[config.mk]
export PLATFORM = sky130hd
export DESIGN_NAME = head_length_tail_deframer
export DESIGN_NICKNAME = d
export VERILOG_FILES = /design/src/rtl/core/hltd_pkg.sv /design/src/rtl/core/head_length_tail_deframer.sv
export VERILOG_INCLUDE_DIRS = /design/src /design/src/rtl/core
export SDC_FILE = /design/constraint.sdc
export NUM_CORES = 1
export LEC_CHECK = 0
export ABC_AREA = 1
export BUFFER_PORTS_ARGS = -buffer_cell sky130_fd_sc_hd__buf_4
export CELL_PAD_IN_SITES_DETAIL_PLACEMENT = 1
export CELL_PAD_IN_SITES_GLOBAL_PLACEMENT = 1
export CORE_MARGIN = 2
export CORE_UTILIZATION = 48
export CTS_CLUSTER_SIZE = 24
export DETAILED_ROUTE_END_ITERATION = 10
export PLACE_DENSITY_LB_ADDON = 0.08
export SLEW_MARGIN = 30
export SYNTH_ARGS = -nofsm -noshare
export SYNTH_HDL_FRONTEND = slang
export SYNTH_SLANG_ARGS = --single-unit
[constraint.sdc]
create_clock -name clk -period 15.3 [get_ports clk]
set_input_delay 3.06 -clock clk [delete_from_list [all_inputs] [get_ports clk]]
set_output_delay 3.06 -clock clk [all_outputs]
set_load 0.01 [all_outputs]
[src/rtl/core/head_length_tail_deframer_assert.svh]
// Assertion macros shared by the deframer RTL.
`ifndef HEAD_LENGTH_TAIL_DEFRAMER_ASSERT_SVH
`define HEAD_LENGTH_TAIL_DEFRAMER_ASSERT_SVH

// Same-cycle implication, sampled on the rising edge of clk and held off during reset.
`define HLTD_ASSERT_NOW(lbl, ante, cons, msg) \
  lbl: assert property (@(posedge clk) disable iff (rst) (ante) |-> (cons)) else $error(msg);

// Next-cycle implication, sampled on the rising edge of clk and held off during reset.
`define HLTD_ASSERT_NEXT(lbl, ante, cons, msg) \
  lbl: assert property (@(posedge clk) disable iff (rst) (ante) |=> (cons)) else $error(msg);

`endif

[src/rtl/core/hltd_pkg.sv]
// Types and constants of the header/length/trailer deframer.
package hltd_pkg;

  localparam int BYTE_W       = 8;
  localparam int LEN_W        = 19;
  localparam int CFG_W        = 64;
  localparam int CFG_IDX_W    = 3;
  localparam int HEAD_LEN_W   = 4;
  localparam int TAIL_LEN_W   = 4;
  localparam int DIGIT_CNT_W  = 3;
  localparam int KIND_W       = 2;
  localparam int TAIL_SEL_W   = 3;

  typedef enum logic [1:0] {
    PH_HUNT,
    PH_LEN,
    PH_PAY,
    PH_TAIL
  } phase_t;

  typedef enum logic [KIND_W-1:0] {
    KIND_PAYLOAD   = 2'd0,
    KIND_TAIL_GOOD = 2'd1,
    KIND_TAIL_BAD  = 2'd2
  } kind_t;

  typedef enum logic [CFG_IDX_W-1:0] {
    REG_HEAD_PATTERN = 3'd0,
    REG_HEAD_LEN     = 3'd1,
    REG_TAIL_PATTERN = 3'd2,
    REG_TAIL_LEN     = 3'd3,
    REG_DIGIT_COUNT  = 3'd4
  } reg_idx_t;

endpackage

[src/rtl/core/head_length_tail_deframer.sv]
// Header/length/trailer deframer: an input register, one step of frame logic, a result register.
//
// Bytes enter on in_valid/in_stall with in_byte; a request is taken at a rising
// edge where in_valid is high and in_stall is low. The block hunts for the
// configured header, reads the length digits, passes the payload bytes out and
// checks the trailer, then sends a frame end marker with the decoded length.
// Results leave on out_valid/out_stall with out_kind, out_byte and frame_length.
// Registers are written on cfg_valid/cfg_ready with cfg_index and cfg_data.
// The configuration channel is always ready.
// An accepted byte passes the input register and then the result register. One byte is taken
// every cycle unless the receiver stalls, because each byte needs one window compare and one
// small state update between the input register and the result register.
// While the receiver stalls a waiting result, the result register holds it and
// a byte in the input register waits with in_stall high. An empty input
// register still takes one more byte, and after that in_stall rises.
// Reset is synchronous. It empties both registers, restores the register reset
// values and starts a header hunt. No clearing pass is needed.
`include "head_length_tail_deframer_assert.svh"

module head_length_tail_deframer
  import hltd_pkg::*;
#(
  parameter int MAX_HEAD_BYTES = 8,
  parameter int MAX_TAIL_BYTES = 8,
  parameter int MAX_LEN_DIGITS = 4
) (
  input  logic                 clk,
  input  logic                 rst,
  input  logic                 in_valid,
  output logic                 in_stall,
  input  logic [BYTE_W-1:0]    in_byte,
  output logic                 out_valid,
  input  logic                 out_stall,
  output logic [KIND_W-1:0]    out_kind,
  output logic [BYTE_W-1:0]    out_byte,
  output logic [LEN_W-1:0]     frame_length,
  input  logic                 cfg_valid,
  output logic                 cfg_ready,
  input  logic [CFG_IDX_W-1:0] cfg_index,
  input  logic [CFG_W-1:0]     cfg_data
);

  localparam int HW = $clog2(MAX_HEAD_BYTES + 1);
  localparam int IW = (MAX_HEAD_BYTES > 1) ? $clog2(MAX_HEAD_BYTES) : 1;
  localparam int TW = $clog2(MAX_TAIL_BYTES + 1);
  localparam int DW = $clog2(MAX_LEN_DIGITS + 1);

  logic [CFG_W-1:0]       head_pattern;
  logic [HEAD_LEN_W-1:0]  head_len;
  logic [CFG_W-1:0]       tail_pattern;
  logic [TAIL_LEN_W-1:0]  tail_len;
  logic [DIGIT_CNT_W-1:0] digit_count;

  logic                   in_reg_valid;
  logic [BYTE_W-1:0]      in_reg_byte;
  logic                   advance;
  logic                   step;

  phase_t                 phase, phase_next;
  logic [BYTE_W-1:0]      window [MAX_HEAD_BYTES];
  logic [BYTE_W-1:0]      window_next [MAX_HEAD_BYTES];
  logic [HW-1:0]          window_fill, window_fill_next;
  logic [LEN_W-1:0]       phase_count, phase_count_next;
  logic [LEN_W-1:0]       length_value, length_value_next;
  logic                   tail_good, tail_good_next;

  logic [HW-1:0]          eff_head;
  logic [TW-1:0]          eff_tail;
  logic [DW-1:0]          eff_digits;

  logic [HW-1:0]          hunt_base;
  logic [HW-1:0]          hunt_fill;
  logic                   head_match;
  logic                   head_hit;
  logic [LEN_W-1:0]       count_inc;
  logic [LEN_W-1:0]       length_mac;
  logic                   tail_byte_ok;
  logic                   tail_seen_all;
  logic                   tail_last;

  logic                   res_valid;
  kind_t                  res_kind;
  logic [BYTE_W-1:0]      res_byte;
  logic [LEN_W-1:0]       res_len;

  // Configuration registers.
  assign cfg_ready = 1'b1;

  always_ff @(posedge clk) begin
    if (rst) begin
      head_pattern <= '0;
      head_len     <= HEAD_LEN_W'(1);
      tail_pattern <= '0;
      tail_len     <= '0;
      digit_count  <= DIGIT_CNT_W'(1);
    end else if (cfg_valid && cfg_ready) begin
      unique case (cfg_index)
        REG_HEAD_PATTERN: head_pattern <= cfg_data;
        REG_HEAD_LEN:     head_len     <= cfg_data[HEAD_LEN_W-1:0];
        REG_TAIL_PATTERN: tail_pattern <= cfg_data;
        REG_TAIL_LEN:     tail_len     <= cfg_data[TAIL_LEN_W-1:0];
        REG_DIGIT_COUNT:  digit_count  <= cfg_data[DIGIT_CNT_W-1:0];
        default: ;
      endcase
    end
  end

  // Register values are clamped to the ranges that the logic supports.
  always_comb begin
    if (head_len == '0) begin
      eff_head = HW'(1);
    end else if (head_len > HEAD_LEN_W'(MAX_HEAD_BYTES)) begin
      eff_head = HW'(MAX_HEAD_BYTES);
    end else begin
      eff_head = HW'(head_len);
    end
    if (tail_len > TAIL_LEN_W'(MAX_TAIL_BYTES)) begin
      eff_tail = TW'(MAX_TAIL_BYTES);
    end else begin
      eff_tail = TW'(tail_len);
    end
    if (digit_count == '0) begin
      eff_digits = DW'(1);
    end else if (digit_count > DIGIT_CNT_W'(MAX_LEN_DIGITS)) begin
      eff_digits = DW'(MAX_LEN_DIGITS);
    end else begin
      eff_digits = DW'(digit_count);
    end
  end

  // Input register.
  assign advance  = !out_valid || !out_stall;
  assign in_stall = in_reg_valid && !advance;
  assign step     = in_reg_valid && advance;

  always_ff @(posedge clk) begin
    if (rst) begin
      in_reg_valid <= 1'b0;
    end else if (!in_stall) begin
      in_reg_valid <= in_valid;
    end
  end

  always_ff @(posedge clk) begin
    if (in_valid && !in_stall) begin
      in_reg_byte <= in_byte;
    end
  end

  // Header window. The newest byte sits in the top entry.
  always_comb begin
    for (int j = 0; j < MAX_HEAD_BYTES - 1; j++) begin
      window_next[j] = window[j+1];
    end
    window_next[MAX_HEAD_BYTES-1] = in_reg_byte;
  end

  // A frame end in the trailer phase restarts the hunt with an empty window.
  assign hunt_base = (phase == PH_TAIL) ? '0 : window_fill;
  assign hunt_fill = (hunt_base == HW'(MAX_HEAD_BYTES)) ? hunt_base : hunt_base + HW'(1);

  always_comb begin
    logic [IW-1:0] idx;
    head_match = 1'b1;
    for (int k = 0; k < MAX_HEAD_BYTES; k++) begin
      idx = IW'(MAX_HEAD_BYTES - int'(eff_head) + k);
      if (HW'(k) < eff_head) begin
        if (window_next[idx] != head_pattern[8*k +: 8]) begin
          head_match = 1'b0;
        end
      end
    end
  end

  assign head_hit = (hunt_fill >= eff_head) && head_match;

  assign count_inc     = phase_count + LEN_W'(1);
  assign length_mac    = (length_value << 3) + (length_value << 1) + LEN_W'(in_reg_byte);
  assign tail_byte_ok  = tail_pattern[8*phase_count[TAIL_SEL_W-1:0] +: 8] == in_reg_byte;
  assign tail_seen_all = phase_count >= LEN_W'(eff_tail);
  assign tail_last     = count_inc >= LEN_W'(eff_tail);

  // Next state.
  always_comb begin
    phase_next        = phase;
    phase_count_next  = phase_count;
    length_value_next = length_value;
    tail_good_next    = tail_good;
    window_fill_next  = window_fill;
    unique case (phase)
      PH_HUNT: begin
        window_fill_next = hunt_fill;
        if (head_hit) begin
          phase_next        = PH_LEN;
          phase_count_next  = '0;
          length_value_next = '0;
          window_fill_next  = '0;
        end
      end
      PH_LEN: begin
        length_value_next = length_mac;
        phase_count_next  = count_inc;
        if (count_inc >= LEN_W'(eff_digits)) begin
          phase_count_next = '0;
          if (length_mac == '0) begin
            phase_next     = PH_TAIL;
            tail_good_next = 1'b1;
          end else begin
            phase_next = PH_PAY;
          end
        end
      end
      PH_PAY: begin
        phase_count_next = count_inc;
        if (count_inc >= length_value) begin
          phase_next       = PH_TAIL;
          phase_count_next = '0;
          tail_good_next   = 1'b1;
        end
      end
      PH_TAIL: begin
        if (tail_seen_all) begin
          phase_next       = PH_HUNT;
          phase_count_next = '0;
          window_fill_next = hunt_fill;
          if (head_hit) begin
            phase_next        = PH_LEN;
            length_value_next = '0;
            window_fill_next  = '0;
          end
        end else begin
          tail_good_next   = tail_good && tail_byte_ok;
          phase_count_next = count_inc;
          if (tail_last) begin
            phase_next       = PH_HUNT;
            phase_count_next = '0;
            window_fill_next = '0;
          end
        end
      end
    endcase
  end

  // Result of the current byte.
  always_comb begin
    res_valid = 1'b0;
    res_kind  = KIND_PAYLOAD;
    res_byte  = '0;
    res_len   = '0;
    unique case (phase)
      PH_HUNT: ;
      PH_LEN:  ;
      PH_PAY: begin
        res_valid = 1'b1;
        res_byte  = in_reg_byte;
      end
      PH_TAIL: begin
        if (tail_seen_all) begin
          res_valid = 1'b1;
          res_kind  = tail_good ? KIND_TAIL_GOOD : KIND_TAIL_BAD;
          res_len   = length_value;
        end else if (tail_last) begin
          res_valid = 1'b1;
          res_kind  = (tail_good && tail_byte_ok) ? KIND_TAIL_GOOD : KIND_TAIL_BAD;
          res_len   = length_value;
        end
      end
    endcase
  end

  // Frame state.
  always_ff @(posedge clk) begin
    if (rst) begin
      phase        <= PH_HUNT;
      phase_count  <= '0;
      length_value <= '0;
      tail_good    <= 1'b1;
      window_fill  <= '0;
    end else if (step) begin
      phase        <= phase_next;
      phase_count  <= phase_count_next;
      length_value <= length_value_next;
      tail_good    <= tail_good_next;
      window_fill  <= window_fill_next;
    end
  end

  always_ff @(posedge clk) begin
    if (step) begin
      for (int j = 0; j < MAX_HEAD_BYTES; j++) begin
        window[j] <= window_next[j];
      end
    end
  end

  // Result register.
  always_ff @(posedge clk) begin
    if (rst) begin
      out_valid <= 1'b0;
    end else if (advance) begin
      out_valid <= step && res_valid;
    end
  end

  always_ff @(posedge clk) begin
    if (step && res_valid) begin
      out_kind     <= res_kind;
      out_byte     <= res_byte;
      frame_length <= res_len;
    end
  end

  `HLTD_ASSERT_NOW(a_pay_has_length, phase == PH_PAY, length_value != '0, "zero payload length")
  `HLTD_ASSERT_NOW(a_tail_count_bound, phase == PH_TAIL, phase_count <= LEN_W'(MAX_TAIL_BYTES), "bad count")
  `HLTD_ASSERT_NOW(a_marker_fields, out_valid && (out_kind != KIND_PAYLOAD), out_byte == '0, "marker byte")
  `HLTD_ASSERT_NEXT(a_held_byte_kept, in_reg_valid && !advance, in_reg_valid && $stable(in_reg_byte), "lost")

endmodule

-- Yosys cells after proc, flatten, opt, wreduce, memory -nomap -nowiden
Memories as Yosys holds them, arrays and structs flattened.
Index checks and enable logic that the tools add are counted.
Widths: inputs -> output; s select.
- $add $sub $neg: 12
- reduce and logical (&&, ||, !) cells: 29
- order comparisons: 24
- mux-type cells: 84
- div/mod/pow operators: 0
- shifts and indexed selects: 1
- bitwise gates (word level): 8
- $mul: 0
- equality and inequality tests: 24
- operator list (operator ; number):
    $bmux 8 s3 ; 8
    $mux 19 ; 9
    $mux 8 ; 16
    $pmux 19 s4 ; 1
    $ne 8x8->1 ; 8
    $shiftx 64x7->8 ; 1
    $pmux 19 s3 ; 1
    $ge 19x4->1 ; 2
    $ge 4x4->1 const B ; 8
    $mux 4 ; 8
    $not 3->4 ; 8
    $mux 1 ; 26
    $add 19x1->19 const B ; 1
    $add 19x19->19 ; 1
    $add 19x8->19 ; 1
    $ge 19x19->1 ; 1
    $ge 19x3->1 ; 1
    $logic_not 19->1 ; 1
    $mux 2 ; 9
    $lt 3x4->1 const A ; 4
    $add 3x3->3 const B ; 4
    $ne 2x2->1 const B ; 6
    $reduce_and 2->1 ; 6
    $eq 8x8->1 ; 1
    32 further kinds ; 50
- logic and storage cells: 199
- ROM bits: 0
- memories: 1
- register bits: 223
- output and inout port bits: 32
- memory bits (writable): 64
- latch bits: 0
- memory list (memory ; depth ; width ; read ports ; clocked after memory_dff ; write ports ; RTL line ; text):
    window ; 8 ; 8 ; 7 ; 0 ; 8 ; head_length_tail_deframer.sv:60 ; logic [BYTE_W-1:0] window [MAX_HEAD_BYTES];

-- Depth between registers and ports, before layout
- depth in word-level cells: 29
- gate-level depth with buffers: 31
- mapped depth without buffers: 27

-- Worst setup path after synthesis
OpenSTA, ideal clock, no wires.
- path type: in2reg
- from: in out_stall
- to: reg length_value[10]
- setup slack: 7794 ps
- data required time: 15230 ps
- arrival time: 7436 ps
- stages: 8
- library setup time: 70 ps
- buffers on the path: 1
- cells stage by stage: nand2_1 > inv_1 > nor2_1 > inv_1 > nor4_2 > clkbuf_1 > nand2_1 > a21oi_1
- word-level cells in the longest chain between the ends: 4
- RTL lines (element ; RTL line ; text):
    from (decl) ; head_length_tail_deframer.sv:33 ; input logic out_stall,
    $logic_not 1->1 ; head_length_tail_deframer.sv:132 ; assign advance = !out_valid || !out_stall;
    $logic_or 1x1->1 ; head_length_tail_deframer.sv:132 ;
    $logic_and 1x1->1 ; head_length_tail_deframer.sv:134 ; assign step = in_reg_valid && advance;
    named net step ; head_length_tail_deframer.sv:57 ; logic step;
    $reduce_and 3->1 (no line) ; - ;
    to (signal assigned) ; head_length_tail_deframer.sv:282 ; length_value <= length_value_next;
    to (decl) ; head_length_tail_deframer.sv:64 ; logic [LEN_W-1:0] length_value, length_value_next;
The timed path passes the listed nets, and every way through them passes these cells.
A chain may end at the register's enable or synchronous reset.

-- Worst setup path after layout
- from: in out_stall
- to: out in_stall
- word-level cells in the longest chain between the ends: 4
- RTL lines (element ; RTL line ; text):
    $logic_not 1->1 ; head_length_tail_deframer.sv:132 ;
    $logic_or 1x1->1 ; head_length_tail_deframer.sv:132 ;
    $logic_not 1->1 ; head_length_tail_deframer.sv:133 ; assign in_stall = in_reg_valid && !advance;
    $logic_and 1x1->1 ; head_length_tail_deframer.sv:133 ;
    to (decl) ; head_length_tail_deframer.sv:30 ; output logic in_stall,
No other way between the ends.

==> reports/qor.yml <==
synth:
  synth_fa_ha_area_share_pct: 5.99
  synth-compound-area-share_pct: 11.7
  syn_area_mm2: 0.0168
  synth_top_cell_by_area: "dfxtp_1"
  syn-num-nets: 2567
  synth_mux_area_share_pct: 0
  synth_flop_cell: "dfxtp_1"
  postSynthAreaPerCell_um2: 6.99
  yosysWarnings: 0
  synthCells: 2410
  synth-async-reset-ratio_pct: 0
  seq_area_frac_synth_pct: 38.7
  ys_ff_latch: 279
  synth_top_family_by_area: "simple AND/OR/NAND/NOR gates"
  yosys.area.top_type_share_pct: 22.1
  yosys.area_share.simple_pct: 33.0
  synth_area_leaders: "dfxtp_1, edfxtp_1, nand3_1"
  synth_edf_count: 93
  ys_types: 46
  synth_xor_area_share_pct: 1.92
floorplan:
  core_mm2: 0.0345
  rows: 68
  start_util_pct: 48.8
  die_w_um: 191
  io-pin-count: 112
  fp.dieH_um: 191
  die_area_mm2: 0.0366
worst_setup_path:
  cp.required_ns: 12.24
  path_buf_inv: 2
  cp_max_fo: 3
  rr_startpoint: "head_len[2]"
  critPathKind: "primary input to primary output"
  crit_family: "buffers and inverters"
  startpoint: "out_stall"
  end_kind: "primary output"
  slowest_stage: "buf_4"
  arrival_ns: 3.48
  crit_chain: "buf_4 > nand2_1 > nor2_1 > buf_4"
  crit_top_cell: "buf_4"
  rrSetupSlack_ns: 9.99
  worst_setup_path_start_kind: "primary input"
  cp_slowest_stage_delay_ns: 0.14
grt:
  first_global_vias: 17200
  grt_start_max_net_pins: 99
  antenna_found_initial: 2
  grtUsageTotal_pct: 34.3
  grt_overflow: 0
  grt_pass1_wl_um: 96500
clock_network:
  cts.repair.resized: 0
  cts_tree: "built"
  cts_buffers: 35
  ctsHoldBuffers: 0
  clock-sinks: 279
  insertion_delay_ns: 0.51
  cts_root_buffer: "clkbuf_16"
  htree_levels: 2
  clk_pin_slew_worst_paths_ns: 0.06
  clk_path_buf_depth: 3
  cts_setup_buffers: 0
route:
  initialDrtViolationCount: 1378
  vias_per_cell: 5.82
  wl_um: 62900
  final_antenna_net_count: 0
  first_pass_iters: 6
  routedWlPerCell_um: 21.4
  vias: 17100
  drcViolationCount: 0
place:
  portBuffers: 110
  dpl.hpwl_um: 46200
  postPlaceCellArea_mm2: 0.0178
  gp_congestion: 0.930
power_and_ir_drop:
  p_per_area_mw_per_mm2: 99.0
  ir_drop_mv: 0.0774
  leakagePower_nw: 8.52
sta:
  hold_viol: 0
  worst_pin_slew_ns: 0.934
  finalCritPeriodShare_pct: 42.8
  rsz0062_at_grt: "false"
  setup_viol: 0
  tns_ns: 0
  fmaxAchievable_mhz: 153
  finalCriticalPeriod_ns: 6.54
  report.final.slew_viol_count: 0
  hold_slack_ns: 0.447
  finClkSkew_ns: 0.0104
  slew_headroom_pct: 37.1
layout:
  fin_area_mm2: 0.0189
  insertedDiodeCount: 0
  synthToLayoutAreaGrowth_pct: 12.4
  nets: 2614
  drive_above_1_share_pct: 8.38
worst_hold_path:
  hold_path.class: "flop to flop"
  min_from: "window[1][26]"
run:
  drv_cap: 0
outcome:
  outcome: "finished, final reports clean"
-- layout make-up --
type                            count  area (um^2)
Inverter                          242          910
Fill cell                        4506        15600
Tap cell                          455          569
Clock inverter                      7         58.8
Timing Repair Buffer              127          957
Sequential cell                   279         6520
Clock buffer                       55         1030
Multi-Input combinational cell   1772         8890
-- path summary, 6_finish.rpt --
kind         cells past startpoint             end
max                              4        in_stall
min                              0   window[1][18]
max reg2reg                     24  phase_count[0]
min reg2reg                      0   window[1][18]
-- registers in the layout, indices dropped and copies added, names as in the netlist, 2 cells and up --
register,count
out_byte,8
out_kind,2
window_fill,4
tail_pattern,64
frame_length,19
window,56
tail_len,4
length_value,19
phase_count,19
head_len,4
in_reg_byte,8
phase,2
digit_count,3
head_pattern,64
-- cells in the mapped netlist (2+ instances only) --
| library cell | number |
|---|---|
| a31oi_1 | 3 |
| a21o_1 | 4 |
| edfxtp_1 | 93 |
| nand3_1 | 395 |
| buf_1 | 6 |
| nand2_4 | 2 |
| fa_1 | 6 |
| nand3b_1 | 26 |
| ha_1 | 71 |
| or2_2 | 2 |
| nor3_1 | 22 |
| xnor2_1 | 9 |
| nand2_2 | 7 |
| nor2_1 | 257 |
| o211ai_1 | 8 |
| dfxtp_1 | 186 |
| clkinv_1 | 2 |
| xor2_1 | 28 |
| o21ai_1 | 3 |
| buf_4 | 7 |
| inv_2 | 8 |
| inv_1 | 232 |
| o21ai_0 | 201 |
| a21oi_1 | 153 |
| nand4_1 | 27 |
| buf_2 | 24 |
| a31o_2 | 2 |
| nor4_1 | 3 |
| buf_6 | 7 |
| nor2_2 | 3 |
| clkbuf_1 | 73 |
| nand2_1 | 526 |
-- cells in the final DEF (no fill, tap or decap), types with 6 or more instances in the layout --
master,Yosys,layout
a21oi_1,153,153
buf_4,7,126
clkbuf_1,73,14
clkbuf_16,0,37
dfxtp_1,186,186
edfxtp_1,93,93
fa_1,6,6
ha_1,71,71
inv_1,232,230
inv_2,8,10
nand2_1,526,524
nand2_2,7,9
nand3_1,395,395
nand3b_1,26,26
nand4_1,27,27
nor2_1,257,256
nor3_1,22,21
o211ai_1,8,8
o21ai_0,201,200
xnor2_1,9,9
xor2_1,28,28
-- through the flow --
| stage | std cells | util (%) | power (mW) | worst slack (ns) |
|---|---|---|---|---|
| global placement | 2875 | 51.6 | 1.07 | 8.72 |
| CTS | 2937 | 54.8 | 1.88 | 8.75 |
| finish | 2937 | 54.8 | 1.88 | 8.76 |
| global route | 2937 | 54.8 | 1.94 | 8.69 |
| floorplan | 2410 | - | 0.988 | 7.79 |
| detailed placement | 2875 | 51.6 | 1.08 | 8.75 |
-- where the power goes --
part / switching (mW) / internal [mW] / leakage, nW
Clock: 0.324 / 0.479 / 0.528
Sequential: 0.0196 / 0.788 / 2.36
Combinational: 0.178 / 0.0854 / 5.63
-- cell families (layout without fill, tap and decap cells) --
group                      after synthesis  after routing
adders and majority gates               77             77
buffers and inverters                  359            431
xor gates and xnor gates                37             37
and+or+nand+nor                       1276           1276
DFF                                    279            279
other                                    1              1
AOI/OAI and AO/OA                      381            381
-- layer usage --
metal | track usage, % | vias to the layer above | wire [um]
met5 | 0 | - | 14
li1 | - | 8101 | -
met4 | 16.4 | 2 | 3330
met2 | 58.5 | 480 | 30200
met1 | 42.2 | 8369 | 26000
met3 | 5.21 | 141 | 3340
No activity file was read; power rests on OpenSTA's default activity.
